`config.mk`:
```
export PLATFORM = sky130hd
export DESIGN_NAME = wavelet_coefficient_shrinkage
export DESIGN_NICKNAME = d
export VERILOG_FILES = /design/src/sv/wcs_pkg.sv /design/src/sv/wcs_front.sv /design/src/sv/wcs_div.sv /design/src/sv/wcs_back.sv /design/src/sv/wavelet_coefficient_shrinkage.sv
export VERILOG_INCLUDE_DIRS = /design/src /design/src/sv
export SDC_FILE = /design/constraint.sdc
export NUM_CORES = 2
export LEC_CHECK = 0
export BUFFER_PORTS_ARGS = -buffer_cell sky130_fd_sc_hd__buf_2
export CORE_MARGIN = 1.5
export CORE_UTILIZATION = 50
export DETAILED_ROUTE_END_ITERATION = 7
export PLACE_DENSITY_LB_ADDON = 0.12
export SLEW_MARGIN = 20
export SYNTH_ARGS = -nofsm -noshare
export SYNTH_HDL_FRONTEND = slang
export SYNTH_SLANG_ARGS = --single-unit
export TNS_END_PERCENT = 10
```
`constraint.sdc`:
```
create_clock -name clk -period 9.5 [get_ports clk]
set_clock_uncertainty 0.05 [all_clocks]
set_input_delay 1.9 -clock clk [delete_from_list [all_inputs] [get_ports clk]]
set_output_delay 1.9 -clock clk [all_outputs]
set_load 0.02 [all_outputs]
```
`src/sv/wavelet_coefficient_shrinkage_defines.svh`:
```
// ----------------------------------------------------------------------------
// Wavelet coefficient shrinkage - assertion macros
// Shared concurrent assertion forms, clocked on clk, disabled in reset.
// ----------------------------------------------------------------------------
`ifndef WAVELET_COEFFICIENT_SHRINKAGE_DEFINES_SVH
`define WAVELET_COEFFICIENT_SHRINKAGE_DEFINES_SVH

// same-cycle implication
`define WCS_ASSERT_NOW(lbl, ante, cons, msg) \
	lbl: assert property (@(posedge clk) disable iff (!arst_n) (ante) |-> (cons)) \
		else $error(msg);

// next-cycle implication
`define WCS_ASSERT_NEXT(lbl, ante, cons, msg) \
	lbl: assert property (@(posedge clk) disable iff (!arst_n) (ante) |=> (cons)) \
		else $error(msg);

`endif

```
`src/sv/wcs_pkg.sv`:
```
// ----------------------------------------------------------------------------
// Wavelet coefficient shrinkage - package
// Widths, register codes, reset values and shared types.
// ----------------------------------------------------------------------------
package wcs_pkg;

	localparam int COEF_W     = 16;
	localparam int POS_W      = 12;
	localparam int DIM_W      = 13;
	localparam int LVL_W      = 4;
	localparam int THR_W      = 11;
	localparam int MODE_W     = 2;
	localparam int FRAC_BITS  = 4;
	localparam int MAG_W      = COEF_W;
	localparam int T_W        = THR_W + FRAC_BITS;
	localparam int SQ_W       = 2 * T_W;
	localparam int Q_W        = T_W;
	localparam int REM_W      = MAG_W + 1;
	localparam int IN_DATA_W  = 40;
	localparam int OUT_DATA_W = COEF_W;
	localparam int CFG_IDX_W  = 3;
	localparam int CFG_DATA_W = DIM_W;

	localparam logic [DIM_W-1:0]  RST_WIDTH  = DIM_W'(512);
	localparam logic [DIM_W-1:0]  RST_HEIGHT = DIM_W'(512);
	localparam logic [LVL_W-1:0]  RST_LEVEL  = LVL_W'(1);
	localparam logic [THR_W-1:0]  RST_THRESH = THR_W'(20);

	typedef enum logic [MODE_W-1:0] {
		MODE_HARD    = 2'd0,
		MODE_SOFT    = 2'd1,
		MODE_GARROTE = 2'd2
	} mode_t;

	typedef enum logic [CFG_IDX_W-1:0] {
		CFG_WIDTH  = 3'd0,
		CFG_HEIGHT = 3'd1,
		CFG_LEVEL  = 3'd2,
		CFG_THRESH = 3'd3,
		CFG_MODE   = 3'd4
	} cfg_idx_t;

	typedef struct packed {
		logic [DIM_W-1:0]  width;
		logic [DIM_W-1:0]  height;
		logic [LVL_W-1:0]  level;
		logic [THR_W-1:0]  thresh;
		logic [MODE_W-1:0] mode;
	} cfg_t;

	typedef struct packed {
		logic signed [COEF_W-1:0] raw;
		logic                     neg;
		logic [MAG_W-1:0]         mag;
		logic [T_W-1:0]           thr;
		logic [MODE_W-1:0]        mode;
		logic                     detail;
		logic                     gt;
	} item_t;

endpackage

```
`src/sv/wcs_front.sv`:
```
// ----------------------------------------------------------------------------
// Wavelet coefficient shrinkage - front stages
// Band classification, magnitude and threshold compare; threshold square.
// ----------------------------------------------------------------------------
module wcs_front import wcs_pkg::*; (
	input  logic                 clk,
	input  logic                 arst_n,
	input  cfg_t                 cfg,
	input  logic                 in_valid,
	output logic                 in_ready,
	input  logic [IN_DATA_W-1:0] in_data,
	output logic                 out_valid,
	input  logic                 out_ready,
	output item_t                out_item,
	output logic [SQ_W-1:0]      out_sq
);

	logic               v_s1, v_s2;
	logic               ld_s1, ld_s2;
	item_t              item_s1, item_s2;
	logic [SQ_W-1:0]    sq_s2;
	item_t              item_c;
	logic [POS_W-1:0]   col_c, row_c;
	logic [DIM_W-1:0]   wlim_c, hlim_c;

	assign ld_s2    = !v_s2 || out_ready;
	assign ld_s1    = !v_s1 || ld_s2;
	assign in_ready = ld_s1;

	always_comb begin
		col_c          = in_data[COEF_W+POS_W-1:COEF_W];
		row_c          = in_data[COEF_W+2*POS_W-1:COEF_W+POS_W];
		wlim_c         = cfg.width >> cfg.level;
		hlim_c         = cfg.height >> cfg.level;
		item_c.raw     = in_data[COEF_W-1:0];
		item_c.neg     = in_data[COEF_W-1];
		item_c.mag     = item_c.neg ? MAG_W'(-item_c.raw) : MAG_W'(item_c.raw);
		item_c.thr     = {cfg.thresh, FRAC_BITS'(0)};
		item_c.mode    = cfg.mode;
		item_c.detail  = ({1'b0, col_c} >= wlim_c) || ({1'b0, row_c} >= hlim_c);
		item_c.gt      = item_c.mag > {1'b0, item_c.thr};
	end

	always_ff @(posedge clk or negedge arst_n) begin
		if (!arst_n) begin
			v_s1 <= 1'b0;
			v_s2 <= 1'b0;
		end else begin
			if (ld_s1) v_s1 <= in_valid;
			if (ld_s2) v_s2 <= v_s1;
		end
	end

	always_ff @(posedge clk) begin
		if (ld_s1 && in_valid) item_s1 <= item_c;
		if (ld_s2 && v_s1) begin
			item_s2 <= item_s1;
			sq_s2   <= SQ_W'(item_s1.thr) * SQ_W'(item_s1.thr);
		end
	end

	assign out_valid = v_s2;
	assign out_item  = item_s2;
	assign out_sq    = sq_s2;

endmodule

```
`src/sv/wcs_div.sv`:
```
// ----------------------------------------------------------------------------
// Wavelet coefficient shrinkage - pipelined divider
// Restoring division of the squared threshold by the magnitude,
// one quotient bit per stage.
// ----------------------------------------------------------------------------
module wcs_div import wcs_pkg::*; (
	input  logic            clk,
	input  logic            arst_n,
	input  logic            in_valid,
	output logic            in_ready,
	input  item_t           in_item,
	input  logic [SQ_W-1:0] in_sq,
	output logic            out_valid,
	input  logic            out_ready,
	output item_t           out_item,
	output logic [Q_W-1:0]  out_quot
);

	logic              v_s3    [Q_W];
	logic              ld      [Q_W];
	logic [REM_W-1:0]  rem_s3  [Q_W];
	logic [Q_W-1:0]    quot_s3 [Q_W];
	logic [SQ_W-1:0]   sq_s3   [Q_W];
	item_t             item_s3 [Q_W];

	for (genvar k = 0; k < Q_W; k++) begin : g_bit
		logic              v_in;
		logic              ld_nxt;
		logic [REM_W-1:0]  rem_in;
		logic [Q_W-1:0]    quot_in;
		logic [SQ_W-1:0]   sq_in;
		item_t             item_in;
		logic [REM_W-1:0]  trial;
		logic              ge;

		if (k == 0) begin : g_head
			assign v_in    = in_valid;
			assign rem_in  = REM_W'(in_sq[SQ_W-1:Q_W]);
			assign quot_in = '0;
			assign sq_in   = in_sq;
			assign item_in = in_item;
		end else begin : g_body
			assign v_in    = v_s3[k-1];
			assign rem_in  = rem_s3[k-1];
			assign quot_in = quot_s3[k-1];
			assign sq_in   = sq_s3[k-1];
			assign item_in = item_s3[k-1];
		end

		if (k == Q_W - 1) begin : g_tail
			assign ld_nxt = out_ready;
		end else begin : g_mid
			assign ld_nxt = ld[k+1];
		end

		assign ld[k] = !v_s3[k] || ld_nxt;
		assign trial = {rem_in[REM_W-2:0], sq_in[Q_W-1-k]};
		assign ge    = trial >= REM_W'(item_in.mag);

		always_ff @(posedge clk or negedge arst_n) begin
			if (!arst_n) begin
				v_s3[k] <= 1'b0;
			end else if (ld[k]) begin
				v_s3[k] <= v_in;
			end
		end

		always_ff @(posedge clk) begin
			if (ld[k] && v_in) begin
				rem_s3[k]  <= ge ? trial - REM_W'(item_in.mag) : trial;
				quot_s3[k] <= {quot_in[Q_W-2:0], ge};
				sq_s3[k]   <= sq_in;
				item_s3[k] <= item_in;
			end
		end
	end

	assign in_ready  = ld[0];
	assign out_valid = v_s3[Q_W-1];
	assign out_item  = item_s3[Q_W-1];
	assign out_quot  = quot_s3[Q_W-1];

endmodule

```
`src/sv/wcs_back.sv`:
```
// ----------------------------------------------------------------------------
// Wavelet coefficient shrinkage - result stage
// Applies the shrink rule, restores the sign and holds the output register.
// ----------------------------------------------------------------------------
`include "wavelet_coefficient_shrinkage_defines.svh"

module wcs_back import wcs_pkg::*; (
	input  logic                  clk,
	input  logic                  arst_n,
	input  logic                  in_valid,
	output logic                  in_ready,
	input  item_t                 in_item,
	input  logic [Q_W-1:0]        in_quot,
	output logic                  out_valid,
	input  logic                  out_ready,
	output logic [OUT_DATA_W-1:0] out_data,
	output logic                  out_detail
);

	logic                 v_s4;
	logic                 ld_s4;
	logic                 load;
	logic [COEF_W-1:0]    coef_s4;
	logic                 detail_s4;
	logic [MAG_W-1:0]     m_c;
	logic [COEF_W-1:0]    res_c;
	logic [MAG_W-1:0]     omag;

	assign ld_s4    = !v_s4 || out_ready;
	assign in_ready = ld_s4;
	assign load     = ld_s4 && in_valid;

	always_comb begin
		m_c = '0;
		if (in_item.gt) begin
			case (mode_t'(in_item.mode))
				MODE_SOFT:    m_c = in_item.mag - MAG_W'(in_item.thr);
				MODE_GARROTE: m_c = in_item.mag - MAG_W'(in_quot);
				default:      m_c = in_item.mag;
			endcase
		end
		res_c = in_item.neg ? COEF_W'(-m_c) : COEF_W'(m_c);
	end

	always_ff @(posedge clk or negedge arst_n) begin
		if (!arst_n) begin
			v_s4 <= 1'b0;
		end else if (ld_s4) begin
			v_s4 <= in_valid;
		end
	end

	always_ff @(posedge clk) begin
		if (load) begin
			coef_s4   <= in_item.detail ? res_c : COEF_W'(in_item.raw);
			detail_s4 <= in_item.detail;
		end
	end

	assign out_valid  = v_s4;
	assign out_data   = coef_s4;
	assign out_detail = detail_s4;
	assign omag       = coef_s4[COEF_W-1] ? MAG_W'(-coef_s4) : coef_s4;

	// garrote correction t*t/|c| stays below t when |c| > t > 0
	`WCS_ASSERT_NOW(a_quot_below_thr, in_valid && in_item.gt && (in_item.thr != '0), in_quot < in_item.thr, "quotient not below threshold")
	`WCS_ASSERT_NEXT(a_mag_no_grow, load && in_item.detail, omag <= $past(in_item.mag), "shrunk magnitude grew")
	`WCS_ASSERT_NEXT(a_small_zeroed, load && in_item.detail && !in_item.gt, coef_s4 == '0, "small detail not zeroed")

endmodule

```
`src/sv/wavelet_coefficient_shrinkage.sv`:
```
// ----------------------------------------------------------------------------
// Wavelet coefficient shrinkage - top level
// Hard, soft and garrote thresholding of 2D wavelet detail coefficients.
// ----------------------------------------------------------------------------
//  channel   dir   handshake              payload
//  s_axis    in    s_axis_tvalid/tready   tdata: coef_in, col, row
//  m_axis    out   m_axis_tvalid/tready   tdata: coef_out; tuser: is_detail
//  cfg       in    cfg_we                 cfg_index, cfg_data
//
//  One coefficient per cycle unless m_axis_tready stalls it; two front stages,
//  fifteen divider stages (one quotient bit each), one output register.
//  Reset clears all stage valid bits and loads the register defaults.
//  m_axis_tready low holds occupied stages; empty stages still fill, so the
//  input keeps taking transfers until the pipeline is full.
// ----------------------------------------------------------------------------
module wavelet_coefficient_shrinkage import wcs_pkg::*; (
	input  logic                  clk,
	input  logic                  arst_n,
	input  logic                  s_axis_tvalid,
	output logic                  s_axis_tready,
	input  logic [IN_DATA_W-1:0]  s_axis_tdata,   // coef_in[15:0], col[27:16], row[39:28]
	output logic                  m_axis_tvalid,
	input  logic                  m_axis_tready,
	output logic [OUT_DATA_W-1:0] m_axis_tdata,   // coef_out[15:0]
	output logic                  m_axis_tuser,   // is_detail[0]
	input  logic                  cfg_we,
	input  logic [CFG_IDX_W-1:0]  cfg_index,
	input  logic [CFG_DATA_W-1:0] cfg_data
);

	cfg_t              cfg_q;
	logic              f_valid, f_ready;
	item_t             f_item;
	logic [SQ_W-1:0]   f_sq;
	logic              d_valid, d_ready;
	item_t             d_item;
	logic [Q_W-1:0]    d_quot;

	always_ff @(posedge clk or negedge arst_n) begin
		if (!arst_n) begin
			cfg_q.width  <= RST_WIDTH;
			cfg_q.height <= RST_HEIGHT;
			cfg_q.level  <= RST_LEVEL;
			cfg_q.thresh <= RST_THRESH;
			cfg_q.mode   <= MODE_HARD;
		end else if (cfg_we) begin
			unique case (cfg_idx_t'(cfg_index))
				CFG_WIDTH:  cfg_q.width  <= cfg_data[DIM_W-1:0];
				CFG_HEIGHT: cfg_q.height <= cfg_data[DIM_W-1:0];
				CFG_LEVEL:  cfg_q.level  <= cfg_data[LVL_W-1:0];
				CFG_THRESH: cfg_q.thresh <= cfg_data[THR_W-1:0];
				CFG_MODE:   cfg_q.mode   <= cfg_data[MODE_W-1:0];
				default:    ;
			endcase
		end
	end

	wcs_front u_front (
		.clk       (clk),
		.arst_n    (arst_n),
		.cfg       (cfg_q),
		.in_valid  (s_axis_tvalid),
		.in_ready  (s_axis_tready),
		.in_data   (s_axis_tdata),
		.out_valid (f_valid),
		.out_ready (f_ready),
		.out_item  (f_item),
		.out_sq    (f_sq)
	);

	wcs_div u_div (
		.clk       (clk),
		.arst_n    (arst_n),
		.in_valid  (f_valid),
		.in_ready  (f_ready),
		.in_item   (f_item),
		.in_sq     (f_sq),
		.out_valid (d_valid),
		.out_ready (d_ready),
		.out_item  (d_item),
		.out_quot  (d_quot)
	);

	wcs_back u_back (
		.clk        (clk),
		.arst_n     (arst_n),
		.in_valid   (d_valid),
		.in_ready   (d_ready),
		.in_item    (d_item),
		.in_quot    (d_quot),
		.out_valid  (m_axis_tvalid),
		.out_ready  (m_axis_tready),
		.out_data   (m_axis_tdata),
		.out_detail (m_axis_tuser)
	);

endmodule

```
=== Word-level counts from Yosys, hierarchy flattened ===
Memories as Yosys holds them, arrays and structs flattened.
Index checks and enable logic that the tools add are counted.

* Memories: 4
* Register bits: 196
* Bits in writable memories: 1710

* Shift operators: 2
* Mux-type cells: 50
* Order comparisons: 18
* Equal/unequal tests: 6
* Reduce and logical (&&, ||, !) cells: 61
* Multiply operators: 1
* $add $sub $neg: 19

{| class="wikitable"
|+ Memory list
! memory !! depth !! bits a word !! read ports !! clocked after memory_dff !! write ports !! RTL line !! RTL
|-
| u_div.item_s3 || 15 || 52 || 15 || 0 || 15 || wcs_div.sv:24 || <nowiki>item_t item_s3 [Q_W];</nowiki>
|-
| u_div.sq_s3 || 15 || 30 || 14 || 0 || 15 || wcs_div.sv:23 || <nowiki>logic [SQ_W-1:0] sq_s3 [Q_W];</nowiki>
|-
| u_div.rem_s3 || 15 || 17 || 14 || 0 || 15 || wcs_div.sv:21 || <nowiki>logic [REM_W-1:0] rem_s3 [Q_W];</nowiki>
|-
| u_div.quot_s3 || 15 || 15 || 15 || 0 || 15 || wcs_div.sv:22 || <nowiki>logic [Q_W-1:0] quot_s3 [Q_W];</nowiki>
|}

{| class="wikitable"
|+ Operators with widths
! operator !! number
|-
| $mux W17 || 15
|-
| $ge A17 B16 Y1 || 14
|-
| $sub A17 B16 Y17 || 14
|-
| $mux W16 || 4
|-
| $neg A16 Y16 || 2
|-
| $pmux W16 S2 || 1
|-
| $sub A16 B15 Y16 || 2
|-
| $mux W1 || 30
|-
| $ge A12 B13 Y1 || 2
|-
| $shr A13 B4 Y13 || 2
|-
| $mul A11 B11 Y22 || 1
|-
| $logic_or A1 B1 Y1 || 19
|-
| $logic_and A1 B1 Y1 || 18
|-
| $logic_not A1 Y1 || 18
|-
| $sub A16 B16 Y17 || 1
|-
| $ge A16 B16 Y1 || 1
|-
| $gt A16 B15 Y1 || 1
|-
| $reduce_and A2 Y1 || 5
|-
| $eq A3 B2 Y1 const B || 2
|-
| $eq A3 B1 Y1 const B || 1
|-
| $eq A3 B3 Y1 const B || 1
|-
| $logic_not A3 Y1 || 1
|-
| $eq A2 B1 Y1 const B || 1
|-
| $eq A2 B2 Y1 const B || 1
|}

=== Depth between registers and ports, before layout ===
* Depth in word-level cells: 20
* Depth in mapped cells: 22

=== Cells and area by module ===
A second synthesis with hierarchy kept.

* Cells, all modules: 4513
* Area, all modules: 64047.7 um^2

{| class="wikitable"
|+ By module, submodules not included
! module !! instances !! cells an instance !! area an instance (um^2) !! sequential area each (um^2)
|-
| wcs_div || 1 || 3352 || 51191.6 || 37280.8
|-
| wcs_front || 1 || 793 || 8928.6 || 3413.3
|-
| wcs_back || 1 || 274 || 2259.7 || 535.5
|-
| wavelet_coefficient_shrinkage || 1 || 94 || 1667.8 || 1082.3
|}

=== Least setup slack after synthesis ===
No wires, ideal clock.

* Path kind: input -> register
* Start point: input m_axis_tready
* End point: memory u_div.item_s3[0][312] (netlist bit) (enable)
* Data required time: 8.848 ns
* Buffers on the path: 0
* Stages on the path: 7
* Path slack: 1.344 ns
* Arrival: 7.504 ns
* Setup time: 0.602 ns
* Cell sequence: nor2b_1 -> nand3_1 -> nor2_1 -> and2_1 -> nand2_1 -> nor2_1 -> a21boi_0

{| class="wikitable"
|+ RTL lines
! what !! RTL line !! RTL
|-
| from (decl) || wavelet_coefficient_shrinkage.sv:23 || <nowiki>input logic m_axis_tready,</nowiki>
|-
| to (decl) || wcs_div.sv:24 ||
|}

=== Worst setup path in the final report ===
* Start point: input m_axis_tready
* End point: output s_axis_tready

* Cells in the longest elaborated chain, start to end: 18

{| class="wikitable"
|+ Ends and longest elaborated chain
! what !! RTL line !! RTL
|-
| $logic_or A1 B1 Y1 || wcs_back.sv:29 || <nowiki>assign ld_s4 = !v_s4 || out_ready;</nowiki>
|-
| $logic_or A1 B1 Y1 (15 in series) || wcs_div.sv:56 || <nowiki>assign ld[k] = !v_s3[k] || ld_nxt;</nowiki>
|-
| $logic_or A1 B1 Y1 || wcs_front.sv:26 || <nowiki>assign ld_s2 = !v_s2 || out_ready;</nowiki>
|-
| $logic_or A1 B1 Y1 || wcs_front.sv:27 || <nowiki>assign ld_s1 = !v_s1 || ld_s2;</nowiki>
|-
| to (decl) || wavelet_coefficient_shrinkage.sv:20 || <nowiki>output logic s_axis_tready,</nowiki>
|}

No other way between the ends.

==> results.md <==
- Global-route met3 utilization: under 10%
- Routed Antenna Nets: 0
- Slew Viols, Final: 0
- Clk Latency, worst-skew pair: ~0.73 ns
- Number of diodes: 0
- Largest net degree at the start of global routing: 70
- CP Data Arrival Time: ~4.1 ns
- Critical Path Sink Type: output port
- TritonCTS Buffers: 133
- Fin crit share: around 63%
- Worst stage delay on the critical path: 0.34 ns
- Slew @ Worst Pin: about 1.1 ns
- Hold path start: u_div.item_s3[0][174]
- Maximum VDD drop: 0.230 mV
- Static leakage: around 25 nW
- Worst path slowest cell: and4_1
- I/O Buffers: around 80
- Synthesized flop and latch total: 1,234
- Critical path cell sequence: buf_2 -> nor2b_1 -> nand3_1 -> nor2_1 -> and2_1 -> and4_1 -> and3_1 -> and3_1 -> nand3_1 -> buf_2
- H-Tree Depth: 4
- Detailed placement HPWL: around 80,000 µm
- Die H: 343 µm
- M2 GR Usage: between 30 and 40%
- Maximum clock rate: roughly 0.17 GHz
- Critical path type: in -> out
- Die area: 117,000 µm²
- Via density: ~5.3
- CTS Buffer Depth: 3
- Gr usage total: a little under a fifth
- Endpoints failing setup: 0
- Vias in the first global route: around 31,000
- MaxCap Viol Count: 0
- CP Launch Type: primary input
- Setup TNS: 0 ns
- Syn Area/Cell: 13.9 µm²
- Antenna violations before repair: 0
- Power density cells: 335 nW/µm²
- Data required, critical path: around 7.6 ns
- CTS clock-pin slew for the worst setup and hold paths: 0.06 ns
- Root Buffer: clkbuf_16
- Die width: 343 µm
- Most used DFF post-synth: edfxtp_1
- CTS tree: built
- Slew margin rel.: 24.3%
- Fillers: 9,269
- Drt wl/cell: ~18 µm
- Post-synth ARST share: ~4.9%
- Worst r2r src: u_front.item_s1[10]
- FP Rows: between 100 and 150
- Sink Count: ~1,200
- Status: finished, final reports clean
- Drt first pass iters: 5
- Area of the multi-input gates: between 15,000 and 20,000 µm²
- Synthesis Warnings: 0
- Library cells used by synthesis: 90
- Core area: roughly 110,000 µm²
- GRT overflow: 0
- RSZ-0062 raised after global routing: false
- Global-route met1 utilization: ~26%
- First-pass GRT wire length: about 170,000 µm
- # hold bufs at CTS: 0
- IO Pins: 80
- Nets@finish: a little under 5,000
- Synth Instances: a little over 4,000
- Reg area: around 37,000 µm²
- Postcts setup bufs: 0
- Iter 0 DRT Violations: approximately 1,900
- Hold Fails Final Rpt: 0
- Min-Delay Path Class: reg -> reg
- GR peak layer: met2
- Post-synthesis sequential area ratio: 63.7%
- DRC Markers: 0
- Post-Syn Area: 57,700 µm²
- Critical Path Fanout Max: 5
- Layout cell share with drive strength beyond 1: between 10 and 15%
- Vias: between 30,000 and 40,000
- Post-CTS sizing: 0
- Gp weighted congestion: approximately 0.86
- Post-Route WL: 108,000 µm
- Area delta synth->final: 11.5%
- Starting density of the core: between 50 and 60%
- Total power: 21.6 mW
- Post-synth EDFFs: 1,173
- Min Clock Period, post-route: between 6 and 7 ns
- Critical Path Source: m_axis_tready
==> kinds of logic (layout without fill, tap and decap cells) <==
| family | after synthesis | after routing | share of synthesized area, % |
|---|---|---|---|
| flip-flops | 1234 | 1234 | 63.7 |
| AND/OR/NAND/NOR | 818 | 818 | 6.92 |
| AO/OA/AOI/OAI | 719 | 719 | 8.15 |
| buffers and inverters | 511 | 794 | 3.43 |
| adder cells (fa/ha/maj) | 424 | 424 | 10.2 |
| multiplexers | 233 | 233 | 4.53 |
| XOR/XNOR | 201 | 201 | 3.05 |
| other | 1 | 2 | 0.00650 |
==> final timing paths <==
| kind | depth (start not counted) | end | slack (ns) |
|---|---|---|---|
| worst min-delay path | 0 | u_div.item_s3[0][226] | 0.35 |
| worst max-delay path | 10 | s_axis_tready | 3.47 |
| worst max register to register | 19 | u_front.out_sq[29] | 3.81 |
| max in group asynchronous | 2 | cfg_q[8] | 7.53 |
| min in group asynchronous | 2 | u_div.g_bit[11].v_in | 1.28 |
| worst min register to register | 0 | u_div.item_s3[0][226] | 0.35 |
==> sequential cells by signal, summed over array words and instances, names as in the netlist <==
register / count
cfg_q: 43
u_back.out_data: 16
u_back.out_detail: 1
u_back.out_valid: 1
u_div.g_bit.v_in: 14
u_div.item_s3: 689
u_div.out_valid: 1
u_div.quot_s3: 120
u_div.rem_s3: 224
u_div.sq_s3: 11
u_front.item_s1: 46
u_front.out_item: 46
u_front.out_sq: 20
u_front.out_valid: 1
u_front.v_s1: 1
==> worst max-delay path: cells and delay by family <==
kind	cells	cell delay, ns
and+or+nand+nor	8	1.91
buffers and inverters	2	0.28
==> through the flow <==
step                worst slack, ns  hold slack (ns)  utilization (%)  area [µm²]  cells
floorplan                      1.34            0.350                -       57700   4142
global placement               3.49            0.350             52.5       60000   5697
detailed placement             3.49            0.355             52.5       60000   5697
CTS                            3.47            0.355             56.3       64300   5937
global route                   3.24            0.364             56.3       64300   5937
finish                         3.47            0.351             56.3       64300   5937
==> cell usage after synthesis, types with 49 or more instances <==
| master | count | area [µm²] |
|---|---|---|
| xor2_1 | 80 | 701 |
| nor3_1 | 59 | 295 |
| dfrtp_1 | 56 | 1400 |
| o21ai_0 | 183 | 916 |
| nor2b_1 | 53 | 332 |
| and2_1 | 49 | 307 |
| inv_1 | 440 | 1650 |
| ha_1 | 345 | 4320 |
| xnor2_1 | 121 | 1060 |
| edfxtp_1 | 1173 | 35200 |
| mux2_1 | 67 | 754 |
| nand2_1 | 224 | 841 |
| nor2_1 | 204 | 766 |
| a21oi_1 | 164 | 821 |
| a21o_1 | 89 | 668 |
| mux2_2 | 100 | 1130 |
| fa_1 | 79 | 1580 |
| mux2i_1 | 60 | 601 |
==> final cells by class <==
type,instances,area share [%]
tap,1512,2.94
timing repair buffer,107,0.941
clock inverter,74,1.22
clock buffer,166,5.45
inverter,447,2.61
sequential,1234,57.1
multi-input combinational,2397,29.7
==> routing by layer <==
layer | vias to the layer above | share of wire, %
met5 | - | 0
met4 | 0 | 2.1
met3 | 145 | 3.1
met2 | 474 | 48
met1 | 15364 | 47
li1 | 15563 | -
==> report_power, final <==
group,total (mW),switching [mW],internal (mW)
registers,8.46,0.670,7.79
clock network,5.02,2.10,2.93
logic,8.09,4.58,3.51
total,21.6,7.35,14.2
==> layout by cell type (no fill, tap or decap), types with 67 or more instances in the layout <==
master,count
edfxtp_1,1173
inv_1,440
ha_1,345
nand2_1,224
nor2_1,204
o21ai_0,183
a21oi_1,164
clkbuf_16,135
xnor2_1,121
mux2_2,100
a21o_1,89
xor2_1,80
fa_1,79
buf_2,79
mux2_1,67
(Power assumes the default switching activity.)
